[config.mk]
export PLATFORM = sky130hd
export DESIGN_NAME = cpcr_isqrt
export DESIGN_NICKNAME = d
export VERILOG_FILES = /design/src/design/cpcr_isqrt.sv
export SDC_FILE = /design/constraint.sdc
export NUM_CORES = 1
export LEC_CHECK = 0
export BUFFER_PORTS_ARGS = -buffer_cell sky130_fd_sc_hd__buf_2
export CAP_MARGIN = 20
export CORE_MARGIN = 8
export CORE_UTILIZATION = 25
export CTS_BUF_LIST = sky130_fd_sc_hd__clkbuf_8
export DETAILED_ROUTE_END_ITERATION = 16
export PLACE_DENSITY_LB_ADDON = 0.05
export SLEW_MARGIN = 20
export SYNTH_ARGS = -nofsm -noshare
export SYNTH_HDL_FRONTEND = slang
export SYNTH_SLANG_ARGS = --single-unit
[constraint.sdc]
create_clock -name clk_i -period 4.6 [get_ports clk_i]
set_clock_uncertainty 0.2 [all_clocks]
set_input_delay 0.46 -clock clk_i [delete_from_list [all_inputs] [get_ports clk_i]]
set_output_delay 0.46 -clock clk_i [all_outputs]
set_load 0.05 [all_outputs]
[src/design/cpcr_isqrt.sv]
// cpcr_isqrt: pipelined integer square root, one root bit per register stage
// stand-alone; side data is delayed alongside the root
`timescale 1ns / 1ps

module cpcr_isqrt #(
  parameter int RW     = 17,
  parameter int SIDE_W = 8
) (
  input  logic              clk_i,
  input  logic              en_i,
  input  logic [2*RW-1:0]   n_i,
  input  logic [SIDE_W-1:0] side_i,
  output logic [RW-1:0]     root_o,
  output logic [SIDE_W-1:0] side_o
);

  localparam int NW = 2 * RW;

  logic [NW-1:0]     rem_q  [RW];
  logic [RW-1:0]     root_q [RW];
  logic [SIDE_W-1:0] side_q [RW];

  for (genvar k = 0; k < RW; k++) begin : g_stage
    localparam int B = RW - 1 - k;
    logic [NW-1:0]     rem_in;
    logic [RW-1:0]     root_in;
    logic [SIDE_W-1:0] side_in;
    logic [NW-1:0]     trial;

    if (k == 0) begin : g_first
      assign rem_in  = n_i;
      assign root_in = '0;
      assign side_in = side_i;
    end else begin : g_next
      assign rem_in  = rem_q[k-1];
      assign root_in = root_q[k-1];
      assign side_in = side_q[k-1];
    end

    // (2r + 2^b) * 2^b
    assign trial = (NW'(root_in) << (B + 1)) | (NW'(1) << (2 * B));

    always_ff @(posedge clk_i) begin
      if (en_i) begin
        side_q[k] <= side_in;
        if (rem_in >= trial) begin
          rem_q[k]  <= rem_in - trial;
          root_q[k] <= root_in | (RW'(1) << B);
        end else begin
          rem_q[k]  <= rem_in;
          root_q[k] <= root_in;
        end
      end
    end
  end

  assign root_o = root_q[RW-1];
  assign side_o = side_q[RW-1];

endmodule

==> impl_metrics.yaml <==
floorplanning:
  core-area_sq_um: 146000
  num_io_pins: 69
  die-area_sq_um: 160000
  die_w_um: 400
  fp.dieH_um: 400
  rows: 140
  initial_utilization_pct: 25.2
grt:
  antenna_found_initial: 2
  grtUsageTotal_pct: 11.1
  grt_max_degree: 151
  grt_pass1_vias: 22600
  grt.overflow.total: 0
  grt_pass1_wl_um: 135000
sta:
  rsz0062_at_grt: "no"
  period_share_pct: 88.0
  finalHoldViolations: 0
  finalSetupViolations: 0
  max_slew_margin_pct: 37.0
  max_slew.worst_pin.slew_ns: 0.944
  fin_crit_ns: 4.05
  slew_viol_final: 0
  max_freq_mhz: 247
  tns_ns: 0
routing:
  drc: 0
  wl_per_cell_um: 17.9
  drt_pre_antenna_iters: 5
  vias_per_cell: 4.36
  vias: 21700
  drt-total-wl_um: 88900
  drt_iter0_drc: 1237
  drt.antenna.violating_nets: 0
cts:
  postCtsHoldBufs: 82
  worstSkewPairLatency_ns: 0.86
  clockBufferDepth: 3
  cts_resized: 0
  root_buffer: "clkbuf_8"
  cts_setup_buffers: 0
  clock_sinks: 833
  clk_pin_slew_ns: 0.06
  htree_levels: 4
  cts_made_buffers: 163
  cts_tree: "done"
logic_synthesis:
  ys_types: 74
  netlist_area_sq_um: 36800
  synth_top_family_by_area: "simple AND/OR/NAND/NOR gates"
  synth_warnings: 0
  synth_edf_count: 833
  synth_ff_type: "edfxtp_1"
  syn_nets: 2849
  synth.avg_cell_area_sq_um: 13.9
  yosysSeqAreaShare_pct: 68.0
  synthMuxAreaShare_pct: 0.769
  async_reset_ff_share_pct: 0
  synthXorXnorAreaFrac_pct: 5.40
  synth-simple-area-share_pct: 9.83
  synth-compound-area-share_pct: 7.67
  ys_seq_elements: 833
  syn_inst: 2638
  synth_fa_ha_area_share_pct: 5.68
finish:
  post-route-util_pct: 29.8
  drive_gt1_share_pct: 10.7
  syn_to_final_growth_pct: 18.2
  finalNonFillerCells: 4975
  final_cell_mix: "edfxtp_1 (833), inv_1 (251), ha_1 (167), nand2_1 (164), clkbuf_8 (164)"
  layout_commonest_cell: "edfxtp_1"
  nets: 3139
min_path:
  hold_depth: 2
  worstHoldPathType: "in2reg"
critical_path:
  endpoint_kind: "flip-flop"
  worst_path_max_delay_cell: "a311oi_1"
  crit_path_max_incr_delay_ns: 0.76
  worst-path-max-fanout: 29
  critPathRequiredTime_ns: 4.98
  start_kind: "flip-flop"
  path_class: "reg2reg"
  cp_cell_sequence: "ha_1 > a21oi_1 > nor3b_1 > a21oi_1 > a311oi_1 > nor4_1 > a2111oi_2 > buf_12 > mux2_1"
  crit_top_cell: "a21oi_1"
  worstPathArrival_ns: 4.43
  r2r_cells: 9
placed_design:
  port_buffers: 68
  dp_hpwl_um: 63600
  placed_cells: 4598
  gp_congestion: 0.817
pwr:
  ir_worst_vdd_uv: 230
  total_power_mw: 19.6
  power_density_nw_per_um2: 451
  leakagePower_nw: 16.1
status:
  status: "finished clean"
job:
  maxCapViolations: 0
[path summary, 6_finish.rpt]
kind,from,to,slack [ns]
min,side_i[0],side_q[0][0],0.14
max,rem_q[13][9],rem_q[14][13],0.55
min reg2reg,side_q[0][80],side_q[0][88],0.21
max reg2reg,rem_q[13][9],rem_q[14][13],0.55
[sequential cells by signal, indices dropped and copies added (netlist names)]
name    cells
rem_q     544
root_q    153
side_q    136
[per-layer routing]
layer / track usage, % / wire length, um
met5: 0 / 0
met4: 4.34 / 2720
met3: 2.85 / 4490
met2: 19.2 / 44200
met1: 13.1 / 37500
[critical path: cells and delay by family (launching register included)]
kind | cells | cell delay, ns
simple gates | 2 | 0.45
mux | 1 | 0.33
buf+inv | 1 | 0.23
compound gates | 4 | 1.78
flops | 1 | 0.39
fa+ha+maj | 1 | 0.40
[where the power goes]
group	internal, mW	switching [mW]
registers	9.35	0.569
clock network	3.73	3.31
logic	1.09	1.54
[cell usage after synthesis, types with 18 or more instances]
cell type	instances	share of area (%)
nor3_1	62	0.84
nand4_1	26	0.44
nand2_1	164	1.7
edfxtp_1	833	68
o21ai_0	89	1.2
nor4b_1	18	0.43
or3_1	25	0.43
o21a_1	36	0.73
a211oi_1	20	0.41
xnor2_1	109	2.6
nand2b_1	40	0.68
nor4_1	87	1.5
a21oi_1	104	1.4
ha_1	167	5.7
o21ai_1	49	0.67
nor2_1	121	1.2
nor2b_1	19	0.32
inv_1	206	2.1
clkbuf_1	44	0.45
xor2_1	118	2.8
nand3_1	34	0.46
a21o_1	35	0.71
[cell families (layout without fill, tap and decap cells)]
| logic type | Yosys count | after routing |
|---|---|---|
| AO/OA/AOI/OAI | 445 | 445 |
| XOR/XNOR | 227 | 227 |
| adder cells (fa/ha/maj) | 167 | 167 |
| buffers and inverters | 256 | 673 |
| flip-flops | 833 | 833 |
| multiplexers | 26 | 26 |
| other | 0 | 3 |
| AND/OR/NAND/NOR | 684 | 684 |
[stage by stage]
step | area (sq um) | hold slack, ns | setup slack (ns)
floorplan | 36800 | 0.200 | 1.16
global placement | 39600 | 0.201 | 0.642
detailed placement | 39600 | 0.205 | 0.590
CTS | 43500 | 0.00158 | 0.548
global route | 43500 | 0.0338 | 0.294
finish | 43500 | 0.142 | 0.550
[layout make-up]
class / count / area [sq um]
antenna: 3 / 7.51
fill: 14600 / 102000
timing repair buffer: 175 / 1420
inverter: 206 / 773
tap: 1917 / 2400
sequential: 833 / 25000
clock inverter: 128 / 787
clock buffer: 164 / 2260
multi-input combinational: 1549 / 10800
Note: power is estimated with default switching activity, not from simulation.
