$ cat src/design/cpcr_div.sv
// cpcr_div: pipelined restoring divider, two numerators over one divisor, one bit per stage
// stand-alone; quotient must fit in QW bits
`timescale 1ns / 1ps

module cpcr_div #(
  parameter int QW     = 17,
  parameter int SIDE_W = 8
) (
  input  logic              clk_i,
  input  logic              en_i,
  input  logic [2*QW:0]     num_x_i,
  input  logic [2*QW:0]     num_y_i,
  input  logic [QW:0]       den_i,
  input  logic [SIDE_W-1:0] side_i,
  output logic [QW-1:0]     quo_x_o,
  output logic [QW-1:0]     quo_y_o,
  output logic [SIDE_W-1:0] side_o
);

  localparam int NW = 2 * QW + 1;

  logic [NW-1:0]     rx_q   [QW];
  logic [NW-1:0]     ry_q   [QW];
  logic [QW-1:0]     qx_q   [QW];
  logic [QW-1:0]     qy_q   [QW];
  logic [QW:0]       den_q  [QW];
  logic [SIDE_W-1:0] side_q [QW];

  for (genvar k = 0; k < QW; k++) begin : g_stage
    localparam int B = QW - 1 - k;
    logic [NW-1:0]     rx_in, ry_in, sub;
    logic [QW-1:0]     qx_in, qy_in;
    logic [QW:0]       den_in;
    logic [SIDE_W-1:0] side_in;

    if (k == 0) begin : g_first
      assign rx_in   = num_x_i;
      assign ry_in   = num_y_i;
      assign qx_in   = '0;
      assign qy_in   = '0;
      assign den_in  = den_i;
      assign side_in = side_i;
    end else begin : g_next
      assign rx_in   = rx_q[k-1];
      assign ry_in   = ry_q[k-1];
      assign qx_in   = qx_q[k-1];
      assign qy_in   = qy_q[k-1];
      assign den_in  = den_q[k-1];
      assign side_in = side_q[k-1];
    end

    assign sub = NW'(den_in) << B;

    always_ff @(posedge clk_i) begin
      if (en_i) begin
        den_q[k]  <= den_in;
        side_q[k] <= side_in;
        if (rx_in >= sub) begin
          rx_q[k] <= rx_in - sub;
          qx_q[k] <= qx_in | (QW'(1) << B);
        end else begin
          rx_q[k] <= rx_in;
          qx_q[k] <= qx_in;
        end
        if (ry_in >= sub) begin
          ry_q[k] <= ry_in - sub;
          qy_q[k] <= qy_in | (QW'(1) << B);
        end else begin
          ry_q[k] <= ry_in;
          qy_q[k] <= qy_in;
        end
      end
    end
  end

  assign quo_x_o = qx_q[QW-1];
  assign quo_y_o = qy_q[QW-1];
  assign side_o  = side_q[QW-1];

endmodule

$ cat config.mk
export PLATFORM = sky130hd
export DESIGN_NAME = cpcr_div
export DESIGN_NICKNAME = d
export VERILOG_FILES = /design/src/design/cpcr_div.sv
export SDC_FILE = /design/constraint.sdc
export NUM_CORES = 2
export LEC_CHECK = 0
export BUFFER_PORTS_ARGS = -buffer_cell sky130_fd_sc_hd__buf_2
export CAP_MARGIN = 20
export CORE_MARGIN = 2
export CORE_UTILIZATION = 50
export DETAILED_ROUTE_END_ITERATION = 7
export MAX_ROUTING_LAYER = met4
export PLACE_DENSITY = 0.76
export SKIP_LAST_GASP = 1
export SYNTH_ARGS = -nofsm -noshare
export SYNTH_HDL_FRONTEND = slang
export SYNTH_SLANG_ARGS = --single-unit
$ cat constraint.sdc
create_clock -name clk_i -period 3.1 [get_ports clk_i]
set_input_delay 0 -clock clk_i [delete_from_list [all_inputs] [get_ports clk_i]]
set_output_delay 0 -clock clk_i [all_outputs]
set_load 0.05 [all_outputs]
==> impl_metrics.py <==
metrics = {
    "cts": {
        "cts_sinks": 1850,
        "clockBufferDepth": 3,
        "cts-root-buf": "clkbuf_16",
        "cts.clk_slew.worst_paths_ns": 0.07,
        "cts_tree": "yes",
        "insertion_delay_ns": 0.86,
        "cts_buffers": 196,
        "cts-htree-levels": 4,
    },
    "routing": {
        "drc": 0,
        "wl_per_cell_um": 21.58,
        "met2_length_um": 155000,
        "firstDrtPassIters": 6,
        "drt_first_iter_violations": 4847,
        "viasPerCell": 5.522,
        "final_antenna_net_count": 0,
        "drt_wl_total_um": 279000,
        "vias": 71410,
        "wl_met1_um": 88880,
        "met3WireLength_um": 7762,
        "highest_layer": "met4",
    },
    "global_route": {
        "grt_pass1_vias": 72530,
        "grt_pass1_wl_um": 406500,
        "antenna_found_initial": 4,
        "grt_max_degree": 193,
        "track_usage": 0.2787,
        "gr-total-overflow": 0,
    },
    "pwr": {
        "power.density_nw_per_um2": 829.6,
        "total_power_uw": 106000,
        "peakVddDrop_v": 0.0005564,
        "p_leak_uw": 0.05021,
    },
    "placed_design": {
        "dpl.hpwl_um": 207600,
        "place_congestion": 1.028,
        "io_buffers": 139,
    },
    "synthesis": {
        "synth_warnings": 0,
        "synth_flop_cell": "edfxtp_1",
        "synth_cell_types": 90,
        "syn_area_um2": 96830,
        "synth-seq-area-share": 0.5737,
        "syn_area_per_cell_um2": 11.82,
        "syn_inst": 8192,
        "synth.ff_latch_count": 1850,
        "synth_nets": 8934,
        "synth_edf_count": 1850,
        "ys_async_sr_fraction": 0,
    },
    "floorplan": {
        "io_pins": 140,
        "die_y_um": 444.1,
        "core_area_um2": 192600,
        "die_area_um2": 197200,
        "rows": 161,
        "dieWidth_um": 444.1,
        "initial_core_util": 0.5028,
    },
    "timing": {
        "rsz0062_at_grt": "yes",
        "finalSetupViolations": 108,
        "final-hold-violation-count": 0,
        "fin_skew_ns": 0.04146,
        "slew_headroom": 0.3321,
        "finalMaxSlewViolations": 0,
        "max_freq_mhz": 306.9,
        "whs_ns": 0.06778,
        "finalWorstPathRequiredPeriod_ns": 3.258,
        "fin_ws_ns": -0.1583,
        "timing.final.crit_share": 1.051,
        "worstMarginPinSlew_ns": 1.002,
    },
    "min_path": {
        "min_delay_path_depth": 3,
        "hold_class": "input pin to flip-flop",
    },
    "run_status": {
        "status": "complete, but fails checks",
        "violations": "setup timing",
    },
    "critical_path": {
        "end_kind": "flip-flop",
        "reg2reg_depth": 15,
        "required_ns": 3.68,
        "start_kind": "flip-flop",
        "crit_type": "flip-flop to flip-flop",
        "arrival_ns": 3.84,
        "crit_fanout": 4,
    },
    "layout": {
        "final_core_util": 0.6636,
        "areaGrowthSynthToFinish_pct": 31.98,
        "drive_gt1_frac": 0.2958,
        "finalNetCount": 10980,
        "multi_input_area_um2": 43960,
        "regArea_um2": 55550,
        "nFillCells": 13990,
    },
    "run": {
        "cap_violations": 0,
    },
}
## cells in the final DEF (no fill, tap or decap), types with 34 or more instances in the layout
| cell type | n |
|---|---|
| a21o_1 | 243 |
| a21oi_1 | 480 |
| a21oi_2 | 60 |
| a31oi_1 | 35 |
| and3_1 | 36 |
| buf_12 | 53 |
| buf_2 | 141 |
| buf_4 | 1517 |
| buf_6 | 95 |
| clkbuf_1 | 43 |
| clkbuf_16 | 209 |
| clkinv_1 | 36 |
| dlygate4sd3_1 | 210 |
| edfxtp_1 | 1850 |
| ha_1 | 514 |
| ha_4 | 79 |
| inv_1 | 385 |
| inv_2 | 94 |
| mux2_2 | 56 |
| nand2_1 | 681 |
| nand2b_1 | 104 |
| nand3_1 | 109 |
| nand4_1 | 101 |
| nor2_1 | 415 |
| nor2b_1 | 74 |
| nor3_1 | 127 |
| nor3_2 | 40 |
| nor4_1 | 85 |
| o211ai_1 | 34 |
| o21a_1 | 82 |
| o21ai_0 | 513 |
| o21ai_1 | 61 |
| o21ai_2 | 67 |
| or3_1 | 58 |
| xnor2_1 | 319 |
| xor2_1 | 369 |
## repair_timing
item,in CTS,in global routing
hold buffers,210,0
buffers inserted,115,182
gates cloned,8,18
resized for setup,491,814
setup endpoints to repair,626,711
endpoints found under the hold margin,488,0
pin swaps,165,393
## critical path, cell delays in order, from the launching register on
cell	delay (ns)
edfxtp_1	0.43
ha_2	0.22
fa_2	0.38
nor2b_4	0.15
o2111ai_4	0.13
and3_4	0.22
o211ai_1	0.26
a311oi_2	0.19
buf_4	0.17
nor2b_1	0.10
o21ai_1	0.07
nand3b_1	0.24
buf_4	0.18
buf_6	0.10
nor3_4	0.03
xor2_1	0.14
## layer usage
layer / global-route usage / up-vias
li1: - / 34690
met1: 0.2431 / 34060
met2: 0.5378 / 1782
met3: 0.02843 / 876
met4: 0.2185 / 0
met5: - / -
## state kept, by name (all words and copies together) (netlist names)
| signal | flops |
|---|---|
| qy_q | 153 |
| rx_q | 560 |
| side_q | 136 |
| qx_q | 153 |
| den_q | 288 |
| ry_q | 560 |
## Yosys cell counts (all sizes together) (16+ instances only)
library cell | n | area, um^2
a211o | 19 | 166.4
a211oi | 58 | 440.4
a21boi | 19 | 142.6
a21o | 244 | 1832
a21oi | 550 | 2760
a31oi | 52 | 325.3
and2 | 24 | 150.1
and3 | 41 | 256.5
and4 | 22 | 192.7
buf | 27 | 135.1
clkbuf | 161 | 604.3
edfxtp | 1850 | 55550
fa | 32 | 640.6
ha | 612 | 7657
inv | 485 | 1821
mux2 | 77 | 867.1
nand2 | 718 | 2698
nand2b | 117 | 732.0
nand3 | 124 | 620.6
nand3b | 22 | 165.2
nand4 | 101 | 631.9
nand4b | 23 | 201.4
nor2 | 459 | 1725
nor2b | 106 | 663.1
nor3 | 180 | 905.9
nor3b | 26 | 195.2
nor4 | 129 | 822.0
nor4b | 29 | 269.0
o211ai | 34 | 255.2
o21a | 82 | 615.6
o21ai | 649 | 3248
o21bai | 36 | 281.5
o31a | 26 | 227.7
o31ai | 41 | 307.8
o41ai | 16 | 140.1
or2 | 25 | 156.4
or3 | 69 | 441.7
or4 | 37 | 292.8
xnor2 | 334 | 2925
xor2 | 372 | 3258
## layout make-up
| class | instances | area share |
|---|---|---|
| Tap cell | 2526 | 0.02473 |
| Multi-Input combinational cell | 5668 | 0.3439 |
| Inverter | 487 | 0.01447 |
| Sequential cell | 1850 | 0.4347 |
| Antenna cell | 5 | 0.00009790 |
| Clock buffer | 241 | 0.04003 |
| Clock inverter | 118 | 0.01046 |
| Timing Repair Buffer | 2037 | 0.1316 |
## power breakdown
part	internal [uW]	switching (uW)
combinational	21600	22100
clock	13600	9900
sequential	35000	3870
## per-stage QoR
step / setup TNS (ns) / area (um^2) / std cells / worst slack, ns
after global placement: -65.07 / 111100 / 12060 / -0.3884
after detailed placement: -93.46 / 111100 / 12060 / -0.4572
after floorplan: -0.008568 / 96850 / 8192 / -0.008016
after CTS: -2.017 / 122600 / 12750 / -0.1562
after global routing: -25.97 / 127800 / 12930 / -0.2640
final: -5.153 / 127800 / 12930 / -0.1583
## worst paths after layout
check | slack [ns] | from | endpoint
setup / recovery | -0.16 | den_q[0][252] | rx_q[15][29]
hold / removal | 0.07 | den_i[0] | den_q[0][0]
setup reg to reg | -0.16 | den_q[0][252] | rx_q[15][29]
hold reg to reg | 0.41 | side_q[0][109] | side_q[0][117]
## kinds of logic (layout without fill, tap and decap cells)
group / after synthesis / in the layout / synth area share
simple gates: 2273 / 2274 / 0.1170
compound gates: 1955 / 1955 / 0.1231
flops: 1850 / 1850 / 0.5737
xor+xnor: 706 / 706 / 0.06386
buf+inv: 675 / 2883 / 0.02652
fa+ha+maj: 644 / 644 / 0.08570
mux: 89 / 89 / 0.01020
other cells: 0 / 5 / 0
(Power assumes the default switching activity.)
